## config.mk

```make
export PLATFORM = sky130hd
export DESIGN_NAME = tccw_mac
export DESIGN_NICKNAME = d
export VERILOG_FILES = /design/src/sv/tccw_mac.sv
export SDC_FILE = /design/constraint.sdc
export NUM_CORES = 1
export LEC_CHECK = 0
export BUFFER_PORTS_ARGS = -buffer_cell sky130_fd_sc_hd__buf_2
export CAP_MARGIN = 25
export CELL_PAD_IN_SITES_DETAIL_PLACEMENT = 1
export CELL_PAD_IN_SITES_GLOBAL_PLACEMENT = 1
export CORE_MARGIN = 10
export CORE_UTILIZATION = 39
export DETAILED_ROUTE_END_ITERATION = 10
export GPL_ROUTABILITY_DRIVEN = 0
export PLACE_DENSITY = 0.88
export SLEW_MARGIN = 20
export SYNTH_ARGS = -nofsm -noshare
export SYNTH_HDL_FRONTEND = slang
export SYNTH_SLANG_ARGS = --single-unit
```

## constraint.sdc

```tcl
create_clock -name clk -period 4.3 [get_ports clk]
set_clock_uncertainty 0.1 [all_clocks]
set_input_delay 0.645 -clock clk [delete_from_list [all_inputs] [get_ports clk]]
set_output_delay 0.645 -clock clk [all_outputs]
set_load 0.02 [all_outputs]
```

## src/sv/tccw_mac.sv

```systemverilog
module tccw_mac #(
    parameter int A_W = 6,
    parameter int B_W = 8,
    parameter int C_W = 7,
    parameter int P_W = 13
)(
    input  logic           clk,
    input  logic [A_W-1:0] a,
    input  logic [B_W-1:0] b,
    input  logic [C_W-1:0] c,
    output logic [P_W-1:0] p
);

    // Shared row * columns + column unit, result registered
    logic [P_W-1:0] p_reg;

    always_ff @(posedge clk)
    begin
        p_reg <= P_W'(P_W'(a) * P_W'(b) + P_W'(c));
    end

    assign p = p_reg;

endmodule

```

# After elaboration in Yosys (flattened, before gate mapping)
# Cells that the tools add are included.
# W data, S select, Z words.
# op_classes
add_sub_neg,1
n_mul,1
# op_table
op,n
$add A13 B7 Y13,1
$mul A6 B8 Y13,1
# totals
reg_bits,13
input_bits,22
out_inout_bits,13
word_cells,3

# Longest topological paths before layout
# Gate-level depths: netlist (run 1).
# depth
depth_word,2
ltp_mapped,15
depth_no_buf,15

# Worst setup path after synthesis (run 1)
# Ideal clock, no wire load.
# synth_path
path_type,input to register
from,input port b[3]
to,"register p_reg[10], in the netlist p[10]"
setup_time_ns,0.141
arrival_ns,4.124
required_time_ns,4.059
path_slack_ns,-0.065
stages,15
n_path_buf,0
cell_sequence,and2_1 fa_1 inv_1 fa_1 inv_1 fa_1 inv_1 fa_1 inv_1 ha_1 and2_1 a41oi_1 a21boi_1 nor4b_1 a311oi_1
# synth_via
elab_chain_cells,2
# synth_rtl
item,line_no,text
from (decl),9,"input logic [B_W-1:0] b,"
$mul A6 B8 Y13,19,p_reg <= P_W'(P_W'(a) * P_W'(b) + P_W'(c));
$add A13 B7 Y13,19,
to (signal assigned),19,
to (decl),15,logic [P_W-1:0] p_reg;
# No other way between the ends.

# Worst setup path after layout (run 1)
# layout_path
from,input port b[5]
to,"register p_reg[9], in the netlist p[9]"
# The elaborated chain is that of the path after synthesis.

==> Flow_metrics.wiki, run 1 <==
{| class="wikitable"
! Metric !! Value
|-
| H-tree level count || 1
|-
| Half-perimeter wire length after detailed placement || 4780 um
|-
| Placed cell count || 337
|-
| Count of yosys warnings during synthesis || 0
|-
| I/O pin total || 35
|-
| Unrepaired setup endpoints after global routing || yes
|-
| Total routing usage reported by global routing || 13.3%
|-
| Wire length of the first global-routing pass || 9290 um
|-
| Portion of synthesized cell area occupied by the leading cell type || 27.9%
|-
| Worst slack at placement || -295 ps
|-
| Vias in the first global route || 2007
|-
| Kind of cell adding the most delay to the critical path || adder cells
|-
| Worst relative slew slack || 77.3%
|-
| Total nets after synthesis || 293
|-
| Standard cell core area || 5040 um^2
|-
| Count of buffers from port buffering || 34
|-
| CTS clock-pin slew for the worst setup and hold paths || 70 ps
|-
| Number of cell rows || 26
|-
| Unique cell type count in the Yosys netlist || 29
|-
| Final antenna-violating net count || 0
|-
| Clock Root Buffer || sky130_fd_sc_hd__clkbuf_8
|-
| Slew @ Worst Pin || 341 ps
|-
| Status || finished clean
|-
| CP Buf/Inv Count || 5
|-
| Highest-delay cell along the critical path || sky130_fd_sc_hd__fa_1
|-
| Classification of the worst-slack hold path || in2reg
|-
| Count of inserted antenna diode cells || 0
|-
| Leakage power of the design || 0.00135 uW
|-
| Inserted Clock Buffers || 3
|-
| Via Count || 1721
|-
| Clock Sink Count || 13
|-
| Number of antenna violations at the first check in global routing || 0
|-
| First-pass DRT Iterations || 4
|-
| Number of max-cap violations || 0
|-
| Die Outline Area || 8420 um^2
|-
| Most area-hungry cell type in the Yosys netlist || sky130_fd_sc_hd__fa_1
|-
| Post-route non-filler standard cell count || 345
|-
| Final worst-path cycle share || 98.9%
|-
| Number of enable flip-flop cells after synthesis || 0
|-
| Area of the mapped netlist || 2010 um^2
|-
| Count of pins over their slew limit || 0
|-
| WP data required || 4350 ps
|-
| Average footprint of a synthesized cell || 9.47 um^2
|-
| Horizontal die dimension || 91.8 um
|-
| Critical Path Source Type || input pin
|-
| Area added between synthesis and finish || 29.1%
|-
| Number of nets at the end of the flow || 357
|-
| Chip Height || 91.8 um
|-
| Maximum number of pins on one net before global-route repair || 11
|-
| Largest cells by area after synthesis || sky130_fd_sc_hd__fa_1, sky130_fd_sc_hd__ha_1, sky130_fd_sc_hd__and2_1, sky130_fd_sc_hd__dfxtp_1, sky130_fd_sc_hd__inv_1
|-
| Peak Freq || 235 MHz
|-
| Largest register FFs || 13
|-
| Final WL || 5810 um
|-
| DRC marker count from the first detailed-route iteration || 16
|-
| Number of DRC violations after detailed routing || 0
|-
| Share of layout cells above drive strength 1 || 29.8%
|-
| Minimum clock period after layout || 4250 ps
|-
| Most frequent cell on the critical path || sky130_fd_sc_hd__fa_1
|-
| Seq/Total Area, Yosys || 13.0%
|-
| Critical Setup Path Class || in2reg
|-
| Dominant cell by count in the synthesized netlist || sky130_fd_sc_hd__and2_1
|-
| Per-cell routed wire length || 16.8 um
|-
| Data arrival at the endpoint of the critical path || 4300 ps
|-
| Worst Setup End Kind || flip-flop
|-
| Power per unit of standard cell area || 569 nW/um^2
|-
| Max rail drop VDD || 276 uV
|-
| Average vias per placed instance || 4.99
|-
| Worst Setup Slack, final || 47.8 ps
|-
| Post-Synthesis Cells || 212
|-
| Max FO, Critical Path || 4
|-
| Sequence of cells on the critical path || buf_8 > and2_4 > fa_1 > inv_2 > fa_1 > inv_2 > fa_1 > inv_1 > fa_1 > inv_2 > ha_4 > o21a_1 > a21oi_2 > nor2_2 > o41a_1 > xor2_1
|-
| Grt total ovfl || 0
|-
| Commonest cells in the synthesized netlist || sky130_fd_sc_hd__and2_1, sky130_fd_sc_hd__ha_1, sky130_fd_sc_hd__inv_1
|-
| Async set-reset flop share out of synthesis || 0%
|-
| Maximum root-to-sink buffer count || 2
|-
| CTS tree || yes
|-
| Total power consumption of the routed design || 1480 uW
|-
| Effective utilization at floorplan || 39.8%
|-
| Maximum cell stage delay along the critical path || 550 ps
|-
| Final count of negative-setup-slack endpoints || 0
|-
| Main synth FF type || sky130_fd_sc_hd__dfxtp_1
|-
| Hold-fix buffer count after cts || 0
|-
| Register bit count reported by yosys || 13
|-
| Count of endpoints failing hold in the final timing report || 0
|}
-- report_power, final --
| group | leakage, uW | total (uW) | internal [uW] | switching [uW] |
|---|---|---|---|---|
| logic | 0.00121 | 1160 | 541 | 616 |
| registers | 0.000110 | 199 | 185 | 14.6 |
| clock network | 0.0000228 | 119 | 65.7 | 52.8 |
| total | 0.00135 | 1480 | 791 | 684 |
-- metrics by stage --
step	instance area (um^2)	util, %	TNS [ps]	hold WS, ps
after floorplan	2030	-	0	675
after global routing	2590	51.4	-323	537
after CTS	2500	49.7	0	538
after detailed placement	2450	48.6	-1140	789
after global placement	2450	48.6	-610	770
final	2590	51.4	0	530
-- layer usage --
layer | up-vias | global-route usage (%) | part of all wire, % | routed length [um]
met5 | - | 0 | 0 | 0
met1 | 875 | 13.8 | 36 | 2120
met3 | 6 | 3.18 | 4.3 | 250
li1 | 811 | - | - | -
met2 | 29 | 26.9 | 59 | 3410
met4 | 0 | 1.16 | 0.50 | 29
-- final timing paths --
kind | from | end | slack [ps] | cells after the start
max | b[5] | p[9] | 50 | 16
min | c[0] | p[0] | 530 | 2
-- cell usage in the layout, fill, tap and decap left out, drive strengths merged, types with 4 or more instances in the layout --
| cell type | Yosys | final |
|---|---|---|
| nor2 | 7 | 7 |
| clkbuf | 2 | 4 |
| a21oi | 7 | 7 |
| a21o | 5 | 5 |
| and2 | 43 | 43 |
| nand3 | 6 | 6 |
| dfxtp | 13 | 13 |
| ha | 31 | 31 |
| buf | 0 | 61 |
| inv | 30 | 30 |
| nand2 | 10 | 10 |
| xnor2 | 8 | 8 |
| fa | 28 | 28 |
-- layout make-up --
type,instances,area [um^2]
Tap cell,70,87.6
Clock buffer,4,45.0
Timing Repair Buffer,61,383
Sequential cell,13,260
Fill cell,603,2450
Inverter,30,113
Multi-Input combinational cell,167,1700
-- cell families after synthesis --
group / Yosys count / share of synthesized area [%]
AOI/OAI and AO/OA: 22 / 7.85
xor gates and xnor gates: 11 / 4.80
adders and majority gates: 59 / 47.2
buffers and inverters: 32 / 5.98
DFF: 13 / 13.0
muxes: 2 / 0.997
and+or+nand+nor: 73 / 20.2
-- timing repair --
action | in CTS | in global routing
endpoints found under the setup margin | 1 | 6
resized for setup | 2 | 18
pin swaps | 1 | 14
setup buffers | 0 | 4
Power figures use the tool's default switching activity.
==> inputs of run 2 (changes only) <==
--- a/config.mk
+++ b/config.mk
@@ -5,13 +5,14 @@
 export SDC_FILE = /design/constraint.sdc
 export NUM_CORES = 1
 export LEC_CHECK = 0
-export BUFFER_PORTS_ARGS = -buffer_cell sky130_fd_sc_hd__buf_2
+export ABC_AREA = 1
 export CAP_MARGIN = 25
 export CELL_PAD_IN_SITES_DETAIL_PLACEMENT = 1
 export CELL_PAD_IN_SITES_GLOBAL_PLACEMENT = 1
 export CORE_MARGIN = 10
-export CORE_UTILIZATION = 39
+export CORE_UTILIZATION = 42
 export DETAILED_ROUTE_END_ITERATION = 10
+export DONT_BUFFER_PORTS = 1
 export GPL_ROUTABILITY_DRIVEN = 0
 export PLACE_DENSITY = 0.88
 export SLEW_MARGIN = 20
==> run 2 against run 1 <==
Utilization fell by 6.1 points. Non-clock buffer count fell by 61. Critical endpoint unchanged. Sequential power rose by 41%. Routed wire length fell by 7.8%. Global-route usage fell by 0.11 points.
==> Flow_metrics.wiki, run 2 <==
{| class="wikitable"
! Metric !! Value
|-
| Peak Freq || 257 MHz
|-
| Switching share of total power || 52.7%
|-
| Register bit count reported by yosys || 13
|-
| Critical Path Source Type || input pin
|-
| Count of inserted antenna diode cells || 0
|-
| Max FO, Critical Path || 8
|-
| WP data required || 4330 ps
|-
| DRC marker count from the first detailed-route iteration || 101
|-
| Sequential cell area || 260 um^2
|-
| Die Outline Area || 8550 um^2
|-
| Seq/Total Area, Yosys || 11.8%
|-
| Unrepaired setup endpoints after global routing || no
|-
| Share of the synthesized netlist area taken by xor and xnor gates || 2.78%
|-
| Status || finished clean
|-
| CTS clock-pin slew for the worst setup and hold paths || 50 ps
|-
| Vias in the first global route || 1990
|-
| Final hold slack || 469 ps
|-
| Number of enable flip-flop cells after synthesis || 0
|-
| Average vias per placed instance || 4.76
|-
| Most common cell after layout, fill and taps aside || sky130_fd_sc_hd__nand2_1
|-
| Maximum root-to-sink buffer count || 2
|-
| Async set-reset flop share out of synthesis || 0%
|-
| H-tree level count || 1
|-
| Hold-fix buffer count after cts || 0
|-
| Largest register FFs || 13
|-
| Clock Sink Count || 13
|-
| Horizontal die dimension || 92.5 um
|-
| Total Negative Setup Slacks || 0 ps
|-
| Max rail drop VDD || 227 uV
|-
| Unique cell type count in the Yosys netlist || 18
|-
| Number of nets at the end of the flow || 390
|-
| Grt total ovfl || 0
|-
| Classification of the worst-slack hold path || in2reg
|-
| Area fraction in compound gates after synthesis || 2.33%
|-
| Post-Synthesis Cells || 310
|-
| Half-perimeter wire length after detailed placement || 4750 um
|-
| Portion of synthesized cell area occupied by the leading cell type || 25.4%
|-
| Average footprint of a synthesized cell || 7.11 um^2
|-
| Via Count || 1801
|-
| Worst relative slew slack || 83.6%
|-
| Share of synthesized cell area in full adder, half adder and majority cells || 43.0%
|-
| Area used by multi-input combinational logic || 1590 um^2
|-
| Number of setup buffers added after CTS || 0
|-
| Clock Root Buffer || sky130_fd_sc_hd__clkbuf_8
|-
| Number of max-cap violations || 0
|-
| Count of endpoints failing hold in the final timing report || 0
|-
| Logic pwr share || 66.1%
|-
| Count of buffers from port buffering || 0
|-
| Standard cell core area || 5110 um^2
|-
| Dominant cell by count in the synthesized netlist || sky130_fd_sc_hd__nand2_1
|-
| Wire length of the first global-routing pass || 9290 um
|-
| Slew @ Worst Pin || 245 ps
|-
| Area added between synthesis and finish || 4.94%
|-
| Number of DRC violations after detailed routing || 0
|-
| Critical Setup Path Class || in2reg
|-
| Post-route non-filler standard cell count || 378
|-
| Number of antenna violations at the first check in global routing || 0
|-
| Dominant combinational cell family by area after synthesis || adder cells
|-
| Final count of negative-setup-slack endpoints || 0
|-
| Total nets after synthesis || 391
|-
| Per-cell routed wire length || 14.2 um
|-
| Leakage power of the design || 0.00152 uW
|-
| Commonest cells in the synthesized netlist || sky130_fd_sc_hd__nand2_1, sky130_fd_sc_hd__inv_1, sky130_fd_sc_hd__ha_1
|-
| Worst Setup End Kind || flip-flop
|-
| Post-synthesis share of cell area spent on and, or, nand and nor gates || 24.0%
|-
| Inserted Clock Buffers || 3
|-
| Most area-hungry cell type in the Yosys netlist || sky130_fd_sc_hd__fa_1
|-
| Fillers || 688
|-
| Power per unit of standard cell area || 496 nW/um^2
|-
| Clock group share of total power || 9.4%
|-
| Internal Pwr Total || 543 uW
|-
| Share of layout cells above drive strength 1 || 3.57%
|-
| Effective utilization at floorplan || 43.2%
|-
| Worst Hold Depth || 1
|-
| First-pass DRT Iterations || 4
|-
| I/O pin total || 35
|-
| Post-cts gate resize count || 0
|-
| Maximum number of pins on one net before global-route repair || 9
|-
| Final WL || 5350 um
|-
| Final antenna-violating net count || 0
|-
| Net switching power figure || 604 uW
|-
| Placed cell count || 374
|-
| Data arrival at the endpoint of the critical path || 3920 ps
|-
| Share of synthesized area spent on multiplexers || 0%
|-
| Most frequent cells in the layout || sky130_fd_sc_hd__nand2_1, sky130_fd_sc_hd__inv_1, sky130_fd_sc_hd__ha_1, sky130_fd_sc_hd__fa_1
|-
| Area of the mapped netlist || 2200 um^2
|-
| Total routing usage reported by global routing || 13.2%
|-
| Main synth FF type || sky130_fd_sc_hd__dfxtp_1
|-
| Number of cell rows || 26
|-
| CTS tree || yes
|-
| Final worst-path cycle share || 90.3%
|-
| Count of yosys warnings during synthesis || 0
|-
| Largest cells by area after synthesis || sky130_fd_sc_hd__fa_1, sky130_fd_sc_hd__ha_1, sky130_fd_sc_hd__nand2_1, sky130_fd_sc_hd__inv_1, sky130_fd_sc_hd__dfxtp_1
|-
| Minimum clock period after layout || 3880 ps
|-
| Register share of total power || 24.5%
|-
| Chip Height || 92.5 um
|-
| Count of pins over their slew limit || 0
|}
## run 2: cell count changes in the layout (fill, tap and decap cells not counted), sizes merged, moves of 2 or more
cell   delta
nor2      +5
a21o      -5
nand2    +90
mux2i     -2
buf      -61
inv      +58
nor3      -3
and2     -43
nand3     +7
xnor2     -4
## run 2: cell families (layout without fill, tap and decap cells)
logic type / count (synthesis) / after routing
buffers and inverters: 94 / 92
adder cells (fa/ha/maj): 59 / 59
AND/OR/NAND/NOR: 128 / 128
flip-flops: 13 / 13
XOR/XNOR: 7 / 7
AO/OA/AOI/OAI: 9 / 9
## run 2: routing by layer
layer  vias up  track usage (%)  wire [um]
met5         -                0          0
met4         0             2.83         72
met3         6             2.58        239
met2        31             24.8       2890
met1       868             14.9       2150
li1        896                -          -
## run 2: through the flow
step / power, uW / util, % / instance area (um^2) / worst slack (ps)
2_1_floorplan: 875 / - / 2200 / 145
3_3_place_gp: 1000 / 44.4 / 2270 / 214
3_5_place_dp: 1050 / 44.4 / 2270 / 147
4_1_cts: 1170 / 45.3 / 2310 / 421
5_1_grt: 1290 / 45.3 / 2310 / 190
6_report: 1150 / 45.3 / 2310 / 416
## run 2: final cells by class
type | instances | share of cell area, %
multi-input combinational | 203 | 68.7
clock buffer | 4 | 1.95
sequential | 13 | 11.2
inverter | 88 | 14.3
tap | 70 | 3.79
## run 2: power groups by stage
stage | sequential (uW) | combinational (uW) | clock, uW
3_5_place_dp | 289 | 760 | 0
2_1_floorplan | 272 | 603 | 0
3_3_place_gp | 286 | 718 | 0
5_1_grt | 288 | 884 | 116
4_1_cts | 286 | 771 | 116
6_report | 281 | 758 | 108
## run 2: worst paths after layout
| path | start | to |
|---|---|---|
| worst max-delay path | a[5] | p[9] |
| worst min-delay path | c[0] | p[0] |
## run 2: worst max-delay path: stages
cell and delay, ps:
sky130_fd_sc_hd__nand2_1 50, sky130_fd_sc_hd__inv_1 50, sky130_fd_sc_hd__fa_1 520, sky130_fd_sc_hd__fa_1 520, sky130_fd_sc_hd__fa_1 540, sky130_fd_sc_hd__inv_1 60
sky130_fd_sc_hd__fa_1 510, sky130_fd_sc_hd__inv_1 40, sky130_fd_sc_hd__ha_1 360, sky130_fd_sc_hd__a21oi_1 210, sky130_fd_sc_hd__nor2_1 60, sky130_fd_sc_hd__nor2_1 160
sky130_fd_sc_hd__nand2_1 80, sky130_fd_sc_hd__nand2_1 60, sky130_fd_sc_hd__nand2_1 50
